File: config.mk
export PLATFORM = sky130hd
export DESIGN_NAME = least_loaded_drone_makespan_unit
export DESIGN_NICKNAME = d
export VERILOG_FILES = /design/src/lldm_pkg.sv /design/src/least_loaded_drone_makespan_unit.sv
export SDC_FILE = /design/constraint.sdc
export NUM_CORES = 1
export LEC_CHECK = 0
export CORE_ASPECT_RATIO = 0.7
export CORE_MARGIN = 2
export CORE_UTILIZATION = 40
export CTS_CLUSTER_DIAMETER = 40
export DETAILED_ROUTE_END_ITERATION = 8
export DONT_BUFFER_PORTS = 1
export MAX_ROUTING_LAYER = met4
export PLACE_DENSITY = 0.54
export SYNTH_ARGS = -nofsm -noshare
export SYNTH_HDL_FRONTEND = slang
export SYNTH_SLANG_ARGS = --single-unit
File: constraint.sdc
create_clock -name aclk -period 6.6 [get_ports aclk]
set_clock_uncertainty 0.2 [all_clocks]
set_input_delay 1.32 -clock aclk [delete_from_list [all_inputs] [get_ports aclk]]
set_output_delay 1.32 -clock aclk [all_outputs]
set_load 0.005 [all_outputs]
File: src/lldm_pkg.sv
// Package for the least-loaded drone makespan unit.
// Field widths, stream packing offsets and saturation limits.
// No dependencies; used by the top level and the port checker.
package lldm_pkg;

    // Field widths
    localparam int unsigned ID_W    = 6;
    localparam int unsigned COORD_W = 6;
    localparam int unsigned DRONE_W = 2;
    localparam int unsigned COST_W  = 7;
    localparam int unsigned SUM_W   = 14;

    // Square root datapath: operand of the shared squarer and its product
    localparam int unsigned ROOT_W  = 7;
    localparam int unsigned PROD_W  = 2 * ROOT_W;
    localparam int unsigned BIT_W   = 3;

    // Saturation limits
    localparam logic [SUM_W-1:0]  SUM_MAX  = {SUM_W{1'b1}};
    localparam logic [COST_W-1:0] COST_MAX = {COST_W{1'b1}};

    // Input tdata packing, lowest bit first
    localparam int unsigned S_ID_LSB  = 0;
    localparam int unsigned S_CX_LSB  = S_ID_LSB + ID_W;
    localparam int unsigned S_CY_LSB  = S_CX_LSB + COORD_W;
    localparam int unsigned S_SX_LSB  = S_CY_LSB + COORD_W;
    localparam int unsigned S_SY_LSB  = S_SX_LSB + COORD_W;
    localparam int unsigned S_USED_W  = S_SY_LSB + COORD_W;
    localparam int unsigned S_TDATA_W = ((S_USED_W + 7) / 8) * 8;

    // Output tdata packing, lowest bit first
    localparam int unsigned M_ID_LSB    = 0;
    localparam int unsigned M_DRONE_LSB = M_ID_LSB + ID_W;
    localparam int unsigned M_COST_LSB  = M_DRONE_LSB + DRONE_W;
    localparam int unsigned M_SPAN_LSB  = M_COST_LSB + COST_W;
    localparam int unsigned M_SCORE_LSB = M_SPAN_LSB + SUM_W;
    localparam int unsigned M_USED_W    = M_SCORE_LSB + SUM_W;
    localparam int unsigned M_TDATA_W   = ((M_USED_W + 7) / 8) * 8;

endpackage

File: src/least_loaded_drone_makespan_unit.sv
// Least-loaded drone makespan unit: top level.
// One customer per input transfer; uses lldm_pkg for widths and packing.
// Assigns each customer to the least loaded drone and tracks stop makespans.
//
// Each input transfer is one customer at a stop. The unit computes the trip
// cost as the ceiling of the customer-to-stop distance, hands the customer
// to the drone with the smallest load (lowest index on a tie), and adds the
// cost to that load; all sums saturate at 16383. On the last customer of a
// stop (s_tuser) it reports the largest load and adds it to the score; on the
// last customer of a batch (s_tlast) it reports the score and clears it. One
// result transfer follows each input transfer. The unit takes one customer
// at a time; the shared 7x7 squarer forms dx*dx and dy*dy and then resolves
// the square root one bit per cycle, and the load scan runs alongside. A
// customer that closes a stop adds a makespan scan over the loads. A new
// customer is taken while the previous result still waits.
module least_loaded_drone_makespan_unit #(
    parameter int NUM_DRONES = 3,
    parameter int COORD_MAX  = 63
) (
    input  logic                           aclk,
    input  logic                           aresetn,
    // s_tdata: customer_id, cust_x, cust_y, site_x, site_y, zero pad
    input  logic [lldm_pkg::S_TDATA_W-1:0] s_tdata,
    // s_tuser: last_in_stop
    input  logic                           s_tuser,
    input  logic                           s_tlast,   // last_in_batch
    input  logic                           s_tvalid,
    output logic                           s_tready,
    // m_tdata: assigned_customer, drone_index, trip_cost, stop_makespan,
    //          total_score, zero pad
    output logic [lldm_pkg::M_TDATA_W-1:0] m_tdata,
    // m_tuser: stop_done
    output logic                           m_tuser,
    output logic                           m_tlast,   // batch_done
    output logic                           m_tvalid,
    input  logic                           m_tready
);

    localparam int IDX_W = (NUM_DRONES > 1) ? $clog2(NUM_DRONES) : 1;
    localparam int CNT_W = $clog2(NUM_DRONES + 1);
    localparam logic [CNT_W-1:0] CNT_END = CNT_W'(NUM_DRONES);

    typedef enum logic [3:0] {
        ST_IDLE,
        ST_SQX,
        ST_SQY,
        ST_ROOT,
        ST_CEIL,
        ST_ADD,
        ST_MAX,
        ST_EMIT
    } state_t;

    typedef logic [lldm_pkg::SUM_W-1:0] sum_t;

    state_t                          state_reg, state_next;
    logic [lldm_pkg::ID_W-1:0]       cid_reg, cid_next;
    logic [lldm_pkg::COORD_W-1:0]    dx_reg, dx_next;
    logic [lldm_pkg::COORD_W-1:0]    dy_reg, dy_next;
    logic                            stop_reg, stop_next;
    logic                            batch_reg, batch_next;
    logic [lldm_pkg::PROD_W-1:0]     sq_reg, sq_next;
    logic [lldm_pkg::ROOT_W-1:0]     root_reg, root_next;
    logic [lldm_pkg::BIT_W-1:0]      bit_reg, bit_next;
    logic [lldm_pkg::COST_W-1:0]     cost_reg, cost_next;
    logic [CNT_W-1:0]                scan_reg, scan_next;
    sum_t                            best_reg, best_next;
    logic [IDX_W-1:0]                pick_reg, pick_next;
    sum_t                            max_reg, max_next;
    sum_t                            load_reg [NUM_DRONES];
    sum_t                            load_next [NUM_DRONES];
    sum_t                            score_reg, score_next;
    logic                            m_valid_reg, m_valid_next;
    logic [lldm_pkg::M_TDATA_W-1:0]  m_data_reg, m_data_next;
    logic                            m_user_reg, m_user_next;
    logic                            m_last_reg, m_last_next;

    logic [lldm_pkg::COORD_W-1:0]    in_cx, in_cy, in_sx, in_sy;
    logic [lldm_pkg::ROOT_W-1:0]     mul_a;
    logic [lldm_pkg::PROD_W-1:0]     mul_p;
    logic [lldm_pkg::ROOT_W-1:0]     trial;
    logic [lldm_pkg::ROOT_W:0]       root_inc;
    logic [IDX_W-1:0]                rd_idx;
    sum_t                            rd_load;
    logic [lldm_pkg::SUM_W:0]        add_sum;
    sum_t                            add_a, add_b, add_sat;
    logic                            scan_live;
    logic                            out_free;
    logic [3:0]                      pick_ext;

    function automatic logic [lldm_pkg::COORD_W-1:0] clamp(
        input logic [lldm_pkg::COORD_W-1:0] v
    );
        return (int'(v) > COORD_MAX) ? lldm_pkg::COORD_W'(COORD_MAX) : v;
    endfunction

    function automatic logic [lldm_pkg::COORD_W-1:0] abs_diff(
        input logic [lldm_pkg::COORD_W-1:0] a,
        input logic [lldm_pkg::COORD_W-1:0] b
    );
        return (a >= b) ? (a - b) : (b - a);
    endfunction

    // Input field unpacking and clamping
    assign in_cx = clamp(s_tdata[lldm_pkg::S_CX_LSB +: lldm_pkg::COORD_W]);
    assign in_cy = clamp(s_tdata[lldm_pkg::S_CY_LSB +: lldm_pkg::COORD_W]);
    assign in_sx = clamp(s_tdata[lldm_pkg::S_SX_LSB +: lldm_pkg::COORD_W]);
    assign in_sy = clamp(s_tdata[lldm_pkg::S_SY_LSB +: lldm_pkg::COORD_W]);

    // Shared squarer: dx, dy, root trial and ceiling check in turn
    assign trial = root_reg | (lldm_pkg::ROOT_W'(1) << bit_reg);
    always_comb begin
        case (state_reg)
            ST_SQX:  mul_a = {1'b0, dx_reg};
            ST_SQY:  mul_a = {1'b0, dy_reg};
            ST_ROOT: mul_a = trial;
            default: mul_a = root_reg;
        endcase
    end
    assign mul_p = mul_a * mul_a;

    assign root_inc = {1'b0, root_reg} + (lldm_pkg::ROOT_W + 1)'(1);

    // Single read port on the load registers
    assign rd_idx  = (state_reg == ST_ADD) ? pick_reg : scan_reg[IDX_W-1:0];
    assign rd_load = load_reg[rd_idx];

    // Shared saturating adder: load update or score update
    assign add_a   = (state_reg == ST_ADD) ? rd_load : score_reg;
    assign add_b   = (state_reg == ST_ADD) ? sum_t'(cost_reg) : max_reg;
    assign add_sum = {1'b0, add_a} + {1'b0, add_b};
    assign add_sat = add_sum[lldm_pkg::SUM_W] ? lldm_pkg::SUM_MAX
                                              : add_sum[lldm_pkg::SUM_W-1:0];

    assign scan_live = (scan_reg != CNT_END);
    assign out_free  = !m_valid_reg || m_tready;
    assign pick_ext  = 4'(pick_reg);

    // Sequencer and datapath next state
    always_comb begin
        state_next   = state_reg;
        cid_next     = cid_reg;
        dx_next      = dx_reg;
        dy_next      = dy_reg;
        stop_next    = stop_reg;
        batch_next   = batch_reg;
        sq_next      = sq_reg;
        root_next    = root_reg;
        bit_next     = bit_reg;
        cost_next    = cost_reg;
        scan_next    = scan_reg;
        best_next    = best_reg;
        pick_next    = pick_reg;
        max_next     = max_reg;
        load_next    = load_reg;
        score_next   = score_reg;
        m_valid_next = m_valid_reg;
        m_data_next  = m_data_reg;
        m_user_next  = m_user_reg;
        m_last_next  = m_last_reg;

        if (m_valid_reg && m_tready) begin
            m_valid_next = 1'b0;
        end

        // Least-load scan runs beside the square root
        if ((state_reg == ST_SQX || state_reg == ST_SQY || state_reg == ST_ROOT ||
             state_reg == ST_CEIL) && scan_live) begin
            if (scan_reg == '0 || rd_load < best_reg) begin
                best_next = rd_load;
                pick_next = scan_reg[IDX_W-1:0];
            end
            scan_next = scan_reg + CNT_W'(1);
        end

        case (state_reg)
            ST_IDLE: begin
                if (s_tvalid) begin
                    cid_next   = s_tdata[lldm_pkg::S_ID_LSB +: lldm_pkg::ID_W];
                    dx_next    = abs_diff(in_cx, in_sx);
                    dy_next    = abs_diff(in_cy, in_sy);
                    stop_next  = s_tuser;
                    batch_next = s_tlast;
                    scan_next  = '0;
                    state_next = ST_SQX;
                end
            end
            ST_SQX: begin
                sq_next    = mul_p;
                state_next = ST_SQY;
            end
            ST_SQY: begin
                sq_next    = sq_reg + mul_p;
                root_next  = '0;
                bit_next   = lldm_pkg::BIT_W'(lldm_pkg::ROOT_W - 1);
                state_next = ST_ROOT;
            end
            ST_ROOT: begin
                if (mul_p <= sq_reg) begin
                    root_next = trial;
                end
                if (bit_reg == '0) begin
                    state_next = ST_CEIL;
                end else begin
                    bit_next = bit_reg - lldm_pkg::BIT_W'(1);
                end
            end
            ST_CEIL: begin
                // Round up when the floor root falls short; idempotent while waiting
                if (mul_p < sq_reg) begin
                    cost_next = root_inc[lldm_pkg::ROOT_W] ? lldm_pkg::COST_MAX
                                : root_inc[lldm_pkg::COST_W-1:0];
                end else begin
                    cost_next = root_reg;
                end
                if (!scan_live) begin
                    state_next = ST_ADD;
                end
            end
            ST_ADD: begin
                load_next[pick_reg] = add_sat;
                max_next   = '0;
                scan_next  = '0;
                state_next = stop_reg ? ST_MAX : ST_EMIT;
            end
            ST_MAX: begin
                if (scan_live) begin
                    if (rd_load > max_reg) begin
                        max_next = rd_load;
                    end
                    scan_next = scan_reg + CNT_W'(1);
                end else begin
                    for (int k = 0; k < NUM_DRONES; k++) begin
                        load_next[k] = '0;
                    end
                    score_next = add_sat;
                    state_next = ST_EMIT;
                end
            end
            ST_EMIT: begin
                if (out_free) begin
                    m_valid_next = 1'b1;
                    m_user_next  = stop_reg;
                    m_last_next  = batch_reg;
                    m_data_next  = '0;
                    m_data_next[lldm_pkg::M_ID_LSB +: lldm_pkg::ID_W] = cid_reg;
                    m_data_next[lldm_pkg::M_DRONE_LSB +: lldm_pkg::DRONE_W] =
                        pick_ext[lldm_pkg::DRONE_W-1:0];
                    m_data_next[lldm_pkg::M_COST_LSB +: lldm_pkg::COST_W] = cost_reg;
                    m_data_next[lldm_pkg::M_SPAN_LSB +: lldm_pkg::SUM_W] =
                        stop_reg ? max_reg : '0;
                    m_data_next[lldm_pkg::M_SCORE_LSB +: lldm_pkg::SUM_W] =
                        batch_reg ? score_reg : '0;
                    if (batch_reg) begin
                        score_next = '0;
                    end
                    state_next = ST_IDLE;
                end
            end
            default: begin
                state_next = ST_IDLE;
            end
        endcase
    end

    // State, datapath and output registers
    always_ff @(posedge aclk) begin
        if (!aresetn) begin
            state_reg   <= ST_IDLE;
            m_valid_reg <= 1'b0;
            score_reg   <= '0;
            scan_reg    <= '0;
            for (int k = 0; k < NUM_DRONES; k++) begin
                load_reg[k] <= '0;
            end
        end else begin
            state_reg   <= state_next;
            m_valid_reg <= m_valid_next;
            score_reg   <= score_next;
            scan_reg    <= scan_next;
            load_reg    <= load_next;
        end
        cid_reg    <= cid_next;
        dx_reg     <= dx_next;
        dy_reg     <= dy_next;
        stop_reg   <= stop_next;
        batch_reg  <= batch_next;
        sq_reg     <= sq_next;
        root_reg   <= root_next;
        bit_reg    <= bit_next;
        cost_reg   <= cost_next;
        best_reg   <= best_next;
        pick_reg   <= pick_next;
        max_reg    <= max_next;
        m_data_reg <= m_data_next;
        m_user_reg <= m_user_next;
        m_last_reg <= m_last_next;
    end

    assign s_tready = (state_reg == ST_IDLE);
    assign m_tvalid = m_valid_reg;
    assign m_tdata  = m_data_reg;
    assign m_tuser  = m_user_reg;
    assign m_tlast  = m_last_reg;

endmodule

### Word level (Yosys, flattened, before mapping)

Cells that the tools add are included.

* register bits after elaboration: 189
* input bits: 38
* output and inout bits: 52
* word-level logic and storage cells: 133

* $add $sub $neg: 9
* multipliers: 1
* $lt $le $gt $ge: 9
* equality and inequality tests: 18
* shift operators: 1
* muxes and demuxes: 43
* bitwise operators: 3
* reduce and logical (&&, ||, !) cells: 25

Operators by type and width (number)
* 14-bit two-way mux: 11
* 14-bit one-hot mux with 2 select lines: 3
* 42-bit one-hot mux with 2 select lines: 1
* 42-bit bitwise mux: 1
* 42-bit two-way mux: 1
* 4-bit one-hot mux with 8 select lines: 1
* 14-bit binary-select mux with 2-bit select: 1
* 14-bit demux with 2-bit select: 1
* 14-bit less-than comparator: 2
* 6-bit subtractor: 4
* 7-bit two-way mux: 3
* 7-bit one-hot mux with 3 select lines: 1
* 4-bit two-way mux: 5
* 2-bit inequality test (second input constant): 9
* 4-bit by 3-bit equality test with 1-bit output (second input constant): 4
* 14-bit by 14-bit adder with 15-bit output: 1
* 14-bit adder: 1
* 14-bit greater-than comparator: 1
* 14-bit <= comparator: 1
* 7-bit by 7-bit multiplier with 14-bit output: 1
* 7-bit one-hot mux with 2 select lines: 1
* 6-bit greater-or-equal comparator: 2
* 6-bit two-way mux: 2
* 2-bit AND reduction: 6
* 26 further kinds: 45

### Depth between registers and ports, before layout

* word-level depth: 11
* gate-level depth with buffers: 31
* depth with buffers taken out: 30

### Worst setup path after synthesis

No wires, ideal clock.

* kind: reg-to-reg
* from: register state_reg[1]
* to: register cost_reg[6] in the netlist's numbering, data pin
* setup time: 0.260 ns
* arrival time: 6.777 ns
* data required time: 6.140 ns
* setup slack: -0.637 ns
* stages on the path, launching flop included: 31
* path buffers: 4
* period minus slack after synthesis: 7.237 ns
* cell sequence: dfxtp_1 -> buf_2 -> clkbuf_1 -> clkbuf_1 -> nor2b_1 -> a21oi_1 -> o32ai_1 -> inv_1 -> ha_1 -> xnor2_1 -> fa_1 -> inv_1 -> fa_1 -> inv_1 -> fa_1 -> inv_1 -> ha_1 -> clkbuf_1 -> nand3_1 -> o211a_1 -> a21oi_1 -> xor2_1 -> ha_1 -> nand2_1 -> a21oi_1 -> a221o_1 -> a31o_2 -> nand3_1 -> nand4b_1 -> nor2_1 -> mux2_2

* cells in the longest elaborated chain, start to end: 5
* elaborated cells on any way between the ends: 7
* classes of those cells: mul: 1; order compare: 1; eq/ne: 3; mux: 2

Ends and longest elaborated chain
* start, declared: RTL line least_loaded_drone_makespan_unit.sv:56 `state_t state_reg, state_next;`
* start signal, assigned: RTL line least_loaded_drone_makespan_unit.sv:277 `state_reg <= state_next;`
* 4-bit by 2-bit equality test with 1-bit output / 4-bit by 1-bit equality test with 1-bit output (equally long branches): RTL line least_loaded_drone_makespan_unit.sv:113 `case (state_reg)`
* 7-bit one-hot mux with 3 select lines *: RTL line least_loaded_drone_makespan_unit.sv:113
* 7-bit by 7-bit multiplier with 14-bit output *: RTL line least_loaded_drone_makespan_unit.sv:120 `assign mul_p = mul_a * mul_a;`
* 14-bit less-than comparator *: RTL line least_loaded_drone_makespan_unit.sv:210 `if (mul_p < sq_reg) begin`
* 7-bit two-way mux *: RTL line least_loaded_drone_makespan_unit.sv:210
* end signal, assigned: RTL line least_loaded_drone_makespan_unit.sv:291 `cost_reg <= cost_next;`
* end, declared: RTL line least_loaded_drone_makespan_unit.sv:65 `logic [lldm_pkg::COST_W-1:0] cost_reg, cost_next;`

Mark *: on every way between the ends. The rest lies on a longest branch, timed or not.
A chain may end at the register's enable or synchronous reset.

### Worst setup path in the final report

* from: register bit_reg[1] in the netlist's numbering
* to: register cost_reg[4] in the netlist's numbering, data pin

* cells in the longest elaborated chain, start to end: 6

Ends and longest elaborated chain
* start, declared: RTL line least_loaded_drone_makespan_unit.sv:64 `logic [lldm_pkg::BIT_W-1:0] bit_reg, bit_next;`
* start signal, assigned: RTL line least_loaded_drone_makespan_unit.sv:290 `bit_reg <= bit_next;`
* 1-bit by 3-bit << shifter with 7-bit output: RTL line least_loaded_drone_makespan_unit.sv:111 `assign trial = root_reg | (lldm_pkg::ROOT_W'(1) << bit_reg);`
* 7-bit bitwise OR: RTL line least_loaded_drone_makespan_unit.sv:111
* 7-bit one-hot mux with 3 select lines: RTL line least_loaded_drone_makespan_unit.sv:113
* 7-bit by 7-bit multiplier with 14-bit output: RTL line least_loaded_drone_makespan_unit.sv:120
* 14-bit less-than comparator: RTL line least_loaded_drone_makespan_unit.sv:210
* 7-bit two-way mux: RTL line least_loaded_drone_makespan_unit.sv:210

Every way passes these cells.

==> reports/results.txt <==
Post-DP HPWL = 21300 um
CTS Buf Count = 17
Worst-path clk slew = 70 ps
most frequent cell after synthesis = edfxtp_1
period utilization = 100%
per-cell routed wire length = 16.6 um
largest net degree at the start of global routing = 39
max FFs per register = 43
TritonCTS clock tree = done
main flop type after synthesis = edfxtp_1
Clk Latency, worst-skew pair = 460 ps
# nets final = 1475
Max Clk Rate = 0.151 GHz
drt initial violations = 369
slowest stage cell, crit path = fa_1
worst rel slew slack = 22.8%
Routed Antenna Nets = 0
Seq/Total Area, Yosys = 42.5%
DRT Wirelength = 27900 um
input/output buffers = 0
Die ar. = 31000 um2
Final Util = 48.8%
most frequent CP cell = fa_1
Worst Path Required = 6600 ps
Vias/cell = 5.17
top cells by count, synth = edfxtp_1, ha_1, inv_1, nand2_1, o21ai_0
Slew @ Worst Pin = 1150 ps
Fill cells = 2687
post-synth top area cell = edfxtp_1
Crit. End Element = flop
initial antenna violation count = 0
number of diodes = 0
worst min-delay path category = reg -> reg
vias in the first global route = 8564
crit path setup slack, layout = -16.0 ps
core box area = 29000 um2
Final Max Tran Viols = 0
Site Rows = 52
first-pass GRT wire length = 45400 um
number of synthesized flops with an enable pin = 126
endpoints failing setup = 1
Mapped Area = 11800 um2
H-tree depth = 4
status = finished, violations left
CTS Hold Buffers Added = 0
Placed Instance Area = 13100 um2
failing checks = negative setup slack
Arrival @ worst endpoint = 6620 ps
Syn Inst Count = 1188
Pre-antenna DRT Iters = 4
vias = 8727
Total GRT Usage = 19.4%
number of synthesized register bits = 188
CP startpoint kind = flop
Max FO, Critical Path = 6
deepest clock path buffer count = 2
Synth async-reset ratio = 0%
Layout Area Growth over Synthesis = 19.6%
layout cells sized above 1 = 20.3%
die height = 148 um
Netlist cell types = 75
RSZ-0062 raised after global routing = yes
# DRC = 0
CTS root buffer = clkbuf_16
crit-path max cell delay = 540 ps
Placer Congestion = 0.839
final instance area = 14100 um2
Die X = 210 um
kind of critical path = reg -> reg
Tmin final = 6620 ps
Top Ports = 90
Avg Cell Area, Syn = 9.96 um2
Ys Warns = 0
initial core utilization = 40.8%
top cells by area, synth = edfxtp_1, ha_1, dfxtp_1
total gr overflow = 0
maxcap violations = 0
Fin. Hold Viols = 0
Yosys top cell area share = 32.0%
clk sink count = 188
## path summary, 6_finish.rpt
| path | from | to | slack, ps | cells after the start |
|---|---|---|---|---|
| setup / recovery | bit_reg[1] | cost_reg[4] | -20 | 25 |
| hold / removal | cid_reg[3] | m_tdata[3] | 220 | 0 |
| setup reg to reg | bit_reg[1] | cost_reg[4] | -20 | 25 |
| hold reg to reg | cid_reg[3] | m_tdata[3] | 220 | 0 |
## metrics by stage
step | setup slack [ps] | std cells | hold WS [ps] | TNS (ps)
6_report | -16.0 | 1687 | 217 | -16.0
5_1_grt | -296 | 1687 | 233 | -3710
4_1_cts | 12.9 | 1680 | 221 | 0
3_5_place_dp | -347 | 1639 | 205 | -4820
3_3_place_gp | -242 | 1639 | 201 | -2840
2_1_floorplan | 6.00 | 1192 | 200 | 0
## placed cells by master (no fill, tap or decap), drive strengths merged, types with 5 or more instances in the layout
cell type | netlist | routed
a21o | 12 | 12
a21oi | 48 | 48
a22o | 5 | 5
a311oi | 5 | 5
a31o | 5 | 5
a31oi | 11 | 11
and2 | 52 | 52
and3 | 6 | 6
buf | 9 | 124
clkbuf | 30 | 23
clkinv | 0 | 5
conb | 1 | 5
dfxtp | 62 | 62
edfxtp | 126 | 126
fa | 17 | 17
ha | 124 | 124
inv | 115 | 118
mux2 | 29 | 29
mux2i | 28 | 28
nand2 | 113 | 113
nand2b | 18 | 18
nand3 | 16 | 16
nand4 | 8 | 8
nor2 | 86 | 86
nor2b | 19 | 19
nor3 | 15 | 15
o21ai | 94 | 94
o31ai | 6 | 6
xnor2 | 37 | 37
xor2 | 9 | 9
## final cells by class
type / instances / area, um2 / area share, %
multi-input combinational: 850 / 6700 / 47.4
sequential: 188 / 5030 / 35.5
clock buffer: 23 / 490 / 3.47
tap: 378 / 473 / 3.34
clock inverter: 9 / 60.1 / 0.425
timing repair buffer: 124 / 962 / 6.80
inverter: 115 / 434 / 3.07
## timing repair
item                                   in CTS  in global routing
pin swaps                                  25                 39
setup endpoints to repair                  18                 70
buffers inserted                            9                 10
endpoints found under the hold margin       0                  0
cloned                                      0                  0
gates resized for setup                    28                 48
## layer usage
metal,global-route usage [%],up-vias,part of all wire (%)
met5,-,-,0
met4,6.17,0,1.5
met3,3.02,26,2.6
met2,30.8,121,46
met1,25.5,4184,50
li1,-,4396,-
## logic make-up after synthesis
family	count (synthesis)	share of synthesized area, %
simple gates	358	14.7
flops	188	42.5
compound gates	243	13.1
xor+xnor	46	3.40
other cells	1	0.0317
mux	57	5.13
fa+ha+maj	141	16.0
buf+inv	154	5.11
## worst max-delay path, delay by kind of cell, from the launching register on
kind                     cells  cell delay, ps
multiplexers                 1             320
flip-flops                   1             400
adder cells (fa/ha/maj)      7            2450
XOR/XNOR                     1             190
buffers and inverters        2             300
AND/OR/NAND/NOR              8            1320
AO/OA/AOI/OAI                6            1200
Power is not shown: default switching activity piles up to over one toggle a cycle in this logic, so the estimate is an artifact.
